## config.mk

```make
export PLATFORM = sky130hd
export DESIGN_NAME = tcw_ctrl
export DESIGN_NICKNAME = d
export VERILOG_FILES = /design/src/rtl/core/tcw_pkg.sv /design/src/rtl/core/tcw_ctrl.sv
export VERILOG_INCLUDE_DIRS = /design/src /design/src/rtl/core
export SDC_FILE = /design/constraint.sdc
export NUM_CORES = 1
export LEC_CHECK = 0
export BUFFER_PORTS_ARGS = -buffer_cell sky130_fd_sc_hd__buf_2
export CORE_AREA = 2 2 39 41
export DETAILED_ROUTE_END_ITERATION = 8
export DIE_AREA = 0 0 41 43
export HOLD_SLACK_MARGIN = 0.08
export PLACE_DENSITY = 0.61
export SETUP_SLACK_MARGIN = 0.02
export SYNTH_ARGS = -nofsm -noshare
export SYNTH_HDL_FRONTEND = slang
export SYNTH_SLANG_ARGS = --single-unit
export TNS_END_PERCENT = 20
```

## constraint.sdc

```tcl
create_clock -name clk -period 1.4 [get_ports clk]
set_clock_uncertainty 0.05 [all_clocks]
set_input_delay 0.28 -clock clk [delete_from_list [all_inputs] [get_ports clk]]
set_output_delay 0.28 -clock clk [all_outputs]
set_load 0.1 [all_outputs]
```

## src/rtl/core/text_console_writer_assert.svh

```systemverilog
// assertion macros shared by the text console writer modules
// the including module must have clk and rst_n in scope
`ifndef TEXT_CONSOLE_WRITER_ASSERT_SVH
`define TEXT_CONSOLE_WRITER_ASSERT_SVH

// property checked on every clock edge outside reset
`define TCW_ASSERT(lbl, prop, msg) \
  lbl: assert property (@(posedge clk) disable iff (!rst_n) prop) \
    else $error(msg);

// same-cycle implication checked outside reset
`define TCW_IMPLY(lbl, ante, cons, msg) \
  lbl: assert property (@(posedge clk) disable iff (!rst_n) (ante) |-> (cons)) \
    else $error(msg);

`endif

```

## src/rtl/core/tcw_pkg.sv

```systemverilog
// shared types and constants of the text console writer
// screen geometry, request and result structs, controller/datapath interface
package tcw_pkg;

  localparam int COLS         = 80;
  localparam int ROWS         = 25;
  localparam int TAB_STOP     = 8;
  localparam int CELLS        = ROWS * COLS;
  localparam int SCROLL_CELLS = (ROWS - 1) * COLS;

  localparam int COL_W   = 7;
  localparam int ROW_W   = 5;
  localparam int IDX_W   = 11;
  localparam int CELL_W  = 16;
  localparam int COLOR_W = 4;
  localparam int CHAR_W  = 8;
  localparam int OP_W    = 2;

  localparam int CFG_IDX_W = 1;
  localparam logic [CFG_IDX_W-1:0] CFG_FG = 1'b0;
  localparam logic [CFG_IDX_W-1:0] CFG_BG = 1'b1;

  localparam logic [COLOR_W-1:0] FG_RESET = 4'hF;
  localparam logic [COLOR_W-1:0] BG_RESET = 4'h0;

  localparam logic [OP_W-1:0] OP_WRITE = 2'd0;
  localparam logic [OP_W-1:0] OP_CLEAR = 2'd1;
  localparam logic [OP_W-1:0] OP_LINE  = 2'd2;
  localparam logic [OP_W-1:0] OP_READ  = 2'd3;

  localparam logic [CHAR_W-1:0] CH_BS    = 8'h08;
  localparam logic [CHAR_W-1:0] CH_TAB   = 8'h09;
  localparam logic [CHAR_W-1:0] CH_LF    = 8'h0A;
  localparam logic [CHAR_W-1:0] CH_CR    = 8'h0D;
  localparam logic [CHAR_W-1:0] CH_SPACE = 8'h20;
  localparam logic [CHAR_W-1:0] CH_LAST  = 8'h7F;

  typedef struct packed {
    logic [OP_W-1:0]   operation;
    logic [CHAR_W-1:0] char_code;
    logic [IDX_W-1:0]  cell_index;
  } in_req_t;

  typedef struct packed {
    logic [ROW_W-1:0]  cursor_row;
    logic [COL_W-1:0]  cursor_col;
    logic [IDX_W-1:0]  cursor_index;
    logic [CELL_W-1:0] read_cell;
  } out_rsp_t;

  typedef struct packed {
    logic load_item;
    logic exec;
    logic scroll_step;
    logic fill_step;
    logic load_out;
  } tcw_cmd_t;

  typedef struct packed {
    logic is_clear;
    logic scroll;
    logic copy_done;
    logic fill_last;
    logic out_busy;
  } tcw_sts_t;

endpackage

```

## src/rtl/core/tcw_ctrl.sv

```systemverilog
// controller of the text console writer: sequences execute, scroll copy, fill and result
// depends on tcw_pkg and the assertion macro header
`include "text_console_writer_assert.svh"

module tcw_ctrl import tcw_pkg::*; (
  input  logic     clk,
  input  logic     rst_n,
  input  logic     in_valid,
  output logic     in_ready,
  input  logic     out_ready,
  input  tcw_sts_t sts,
  output tcw_cmd_t cmd
);

  typedef enum logic [4:0] {
    S_IDLE   = 5'b00001,
    S_EXEC   = 5'b00010,
    S_SCROLL = 5'b00100,
    S_BLANK  = 5'b01000,
    S_DONE   = 5'b10000
  } state_t;

  state_t state_r, state_nxt;

  assign in_ready = state_r == S_IDLE;

  always_comb begin
    state_nxt = state_r;
    cmd       = '0;
    unique case (state_r)
      S_IDLE: begin
        if (in_valid) begin
          cmd.load_item = 1'b1;
          state_nxt     = S_EXEC;
        end
      end
      S_EXEC: begin
        cmd.exec = 1'b1;
        if (sts.is_clear) begin
          state_nxt = S_BLANK;
        end else if (sts.scroll) begin
          state_nxt = S_SCROLL;
        end else begin
          state_nxt = S_DONE;
        end
      end
      S_SCROLL: begin
        // copy each row up, then blank the bottom row
        cmd.scroll_step = 1'b1;
        if (sts.copy_done) begin
          state_nxt = S_BLANK;
        end
      end
      S_BLANK: begin
        cmd.fill_step = 1'b1;
        if (sts.fill_last) begin
          state_nxt = S_DONE;
        end
      end
      S_DONE: begin
        if (!sts.out_busy || out_ready) begin
          cmd.load_out = 1'b1;
          state_nxt    = S_IDLE;
        end
      end
      default: state_nxt = S_IDLE;
    endcase
  end

  always_ff @(posedge clk) begin
    if (!rst_n) begin
      state_r <= S_IDLE;
    end else begin
      state_r <= state_nxt;
    end
  end

  `TCW_ASSERT(a_cmd_excl, ($onehot0(cmd)), "more than one datapath command at once")
  `TCW_ASSERT(a_accept_exec, ((in_valid && in_ready) |=> (state_r == S_EXEC)), "accepted request not executed")
  `TCW_IMPLY(a_scroll_exit, (state_r == S_SCROLL && state_nxt != S_SCROLL), (state_nxt == S_BLANK), "scroll left without blanking bottom row")

endmodule

```

==> results.yml <==
run_status:
  status: "complete, but fails checks"
  violations: "setup timing"
cts:
  cts-root-buf: "clkbuf_4"
  cts.hold.buffers_added: 0
  cts_tree: "yes"
  clockBufferDepth: 2
  clk_latency_ns: 0.25
  htree_num_levels: 1
  cts_inserted_buffers: 3
  cts_sinks: 5
  path_clk_slew_ns: 0.05
synth:
  async_flop_share: 0
  synth_nets: 55
  synth_top_area_share: 0.2500
  syn-cell-area_sq_um: 400.4
  synth_edf_count: 0
  ys.warnings.count: 0
  netlist_top_cells_area: "dfxtp_1 25%, nor3_2 5.0%, o21ai_4 4.1%"
  synth_cell_types: 31
  synth_cells: 46
  yosysMostFrequentCell: "dfxtp_1"
  ys_top_cells_by_count: "5 x dfxtp_1, 4 x nand2_1, 4 x nor2_1"
  yosys_register_bits: 5
  ys.flop_type: "dfxtp_1"
  synth_top_area_cell: "dfxtp_1"
  avgSynthCellArea_sq_um: 8.704
  synth_seq_area_share: 0.2500
sta:
  max_slew_margin: 0.7877
  fin_crit_sh: 1.190
  finalCriticalPeriod_ns: 1.666
  fmax_mhz: 600.3
  worst_pin_slew_ns: 0.3141
  final_max_slew_viol_count: 0
  rsz0062_at_grt: "yes"
  setup-violations-final: 7
  setup_ws_ns: -0.2657
  final_hold_viol_count: 0
routing:
  vias: 451
  wl_per_cell_microns: 12.25
  drc_errors: 0
  drtPass1Iterations: 5
  drt-initial-drc-count: 8
  viasPerCell: 4.849
  routed_wirelength_mm: 1.139
  ant_nets: 0
setup_path:
  cpPeakStageDelay_ns: 0.34
  endpoint_kind: "output pin"
  ff2ff_path_depth: 4
  crit_type: "reg2out"
  r2r_start: "state_r[4]$_SDFFE_PN0P_"
  crit_arrival_ns: 1.34
  cp-start-kind: "flip-flop"
  regToRegEndpoint: "state_r[3]$_SDFFE_PN0P_"
  cp_slowest_cell: "dfxtp_2"
  path_cells: "nor3_4 -> nand3b_1 -> clkinvlp_4 -> and2_4 -> buf_12"
  cp_max_fo: 3
  cp.required_ns: 1.07
  rrSetupSlack_ns: -0.02
global_route:
  grt_overflow: 0
  antenna_found_initial: 0
  first_global_vias: 438
  track_usage: 0.1586
  grt_max_degree: 10
  grt_pass1_wl_mm: 1.863
power_and_ir_drop:
  p_leak_nw: 0.3043
  p_per_area_nw_per_um2: 1301
  peakVddDrop_v: 0.0006447
cells_and_area:
  seqCellArea_sq_um: 106.4
  synthToLayoutAreaGrowth_pct: 88.12
  antenna_cells: 0
  largest_reg_flops: 5
  fillCellCount: 126
  drive_gt1_frac: 0.6883
  finalNonFillerCells: 93
  nets: 87
  multi_input_comb_area_sq_um: 320.3
  regMostFlops: "state_r"
  biggestRegsByFlops: "state_r (5)"
worst_hold_path:
  min_path_cells: 2
  hold_path_class: "in2reg"
  min_from: "rst_n"
  min_to: "state_r[0]$_SDFFE_PN1P_"
floorplan:
  start_util: 0.2893
  die-height_microns: 43
  core_sq_um: 1384
  die_w_microns: 41
  pin_count: 15
  fp-row-count: 14
  die_area_sq_um: 1763
placement:
  place.gp.congestion: 0.8320
  dp.cells: 85
  pre_cts_ws_ns: -0.1067
  dp_hpwl_microns: 840.9
  io_buffers: 14
flow_run:
  drv_cap: 0
## placed cells by master, fill, tap and decap left out, types with 2 or more instances in the layout
master and n:
buf_4 13, buf_2 8, buf_12 6, dfxtp_2 5, nand2_1 4, clkbuf_4 3
nand2b_4 2, nor2_4 2, nor3_2 2, nand3b_1 2, nor2b_1 2, nor2_1 2
## logic make-up after synthesis
| group | Yosys count | share of synthesized area |
|---|---|---|
| compound gates | 9 | 0.1844 |
| xor+xnor | 1 | 0.02188 |
| buf+inv | 3 | 0.04688 |
| flops | 5 | 0.2500 |
| mux | 2 | 0.05312 |
| simple gates | 26 | 0.4437 |
## area by class of cell
cell class	instances	area share
Sequential cell	5	0.1412
Tap cell	16	0.02658
Clock buffer	4	0.03488
Multi-Input combinational cell	38	0.4252
Timing Repair Buffer	28	0.3571
Inverter	2	0.01495
## worst max-delay path: cells and delay by family, from the launching register on
family / cells / cell delay [ns]
simple gates: 3 / 0.47
flops: 1 / 0.34
buf+inv: 2 / 0.28
## per-stage QoR
stage          TNS [ns]  total power (W)  hold WS, ns    util  instance area (sq um)
6_report         -1.394        0.0009796       0.2346  0.5443                  753.2
4_1_cts          -1.492        0.0009594       0.2345  0.5326                  737.0
5_1_grt          -1.788         0.001030       0.2404  0.5443                  753.2
3_3_place_gp    -0.2106        0.0007200       0.4980  0.4774                  660.6
3_5_place_dp    -0.2745        0.0007259       0.5000  0.4774                  660.6
2_1_floorplan    -2.702        0.0004972       0.3086       -                  416.7
## power breakdown
part / switching, W / internal [W] / total [W]
logic: 0.000327 / 0.000291 / 0.000618
registers: 0.0000193 / 0.000162 / 0.000181
clock network: 0.0000715 / 0.000109 / 0.000180
total: 0.000418 / 0.000562 / 0.000980
## worst max-delay path by stage
stage | start | to | slack (ns) | cells after the start
after floorplan | state_r[1]$_SDFFE_PN0P_ | cmd[4] | -0.51 | 4
after global placement | state_r[1]$_SDFFE_PN0P_ | cmd[4] | -0.1 | 5
after detailed placement | state_r[1]$_SDFFE_PN0P_ | cmd[4] | -0.11 | 5
after CTS | state_r[3]$_SDFFE_PN0P_ | cmd[4] | -0.28 | 5
after global routing | state_r[2]$_SDFFE_PN0P_ | cmd[4] | -0.34 | 5
final | state_r[2]$_SDFFE_PN0P_ | cmd[4] | -0.27 | 5
## metal layers
layer,GRT usage,share of wire,vias up
met1,0.1768,0.39,204
met3,0.06283,0.054,2
met5,0,0,-
met4,0.06000,0.012,0
li1,-,-,229
met2,0.2563,0.54,16
## repair_timing
action / in CTS / in global routing
resized for setup: 8 / 3
buffers inserted: 3 / 1
setup endpoints to repair: 8 / 10
cloned: 0 / 0
pin swaps: 9 / 4
(Power assumes the default switching activity.)
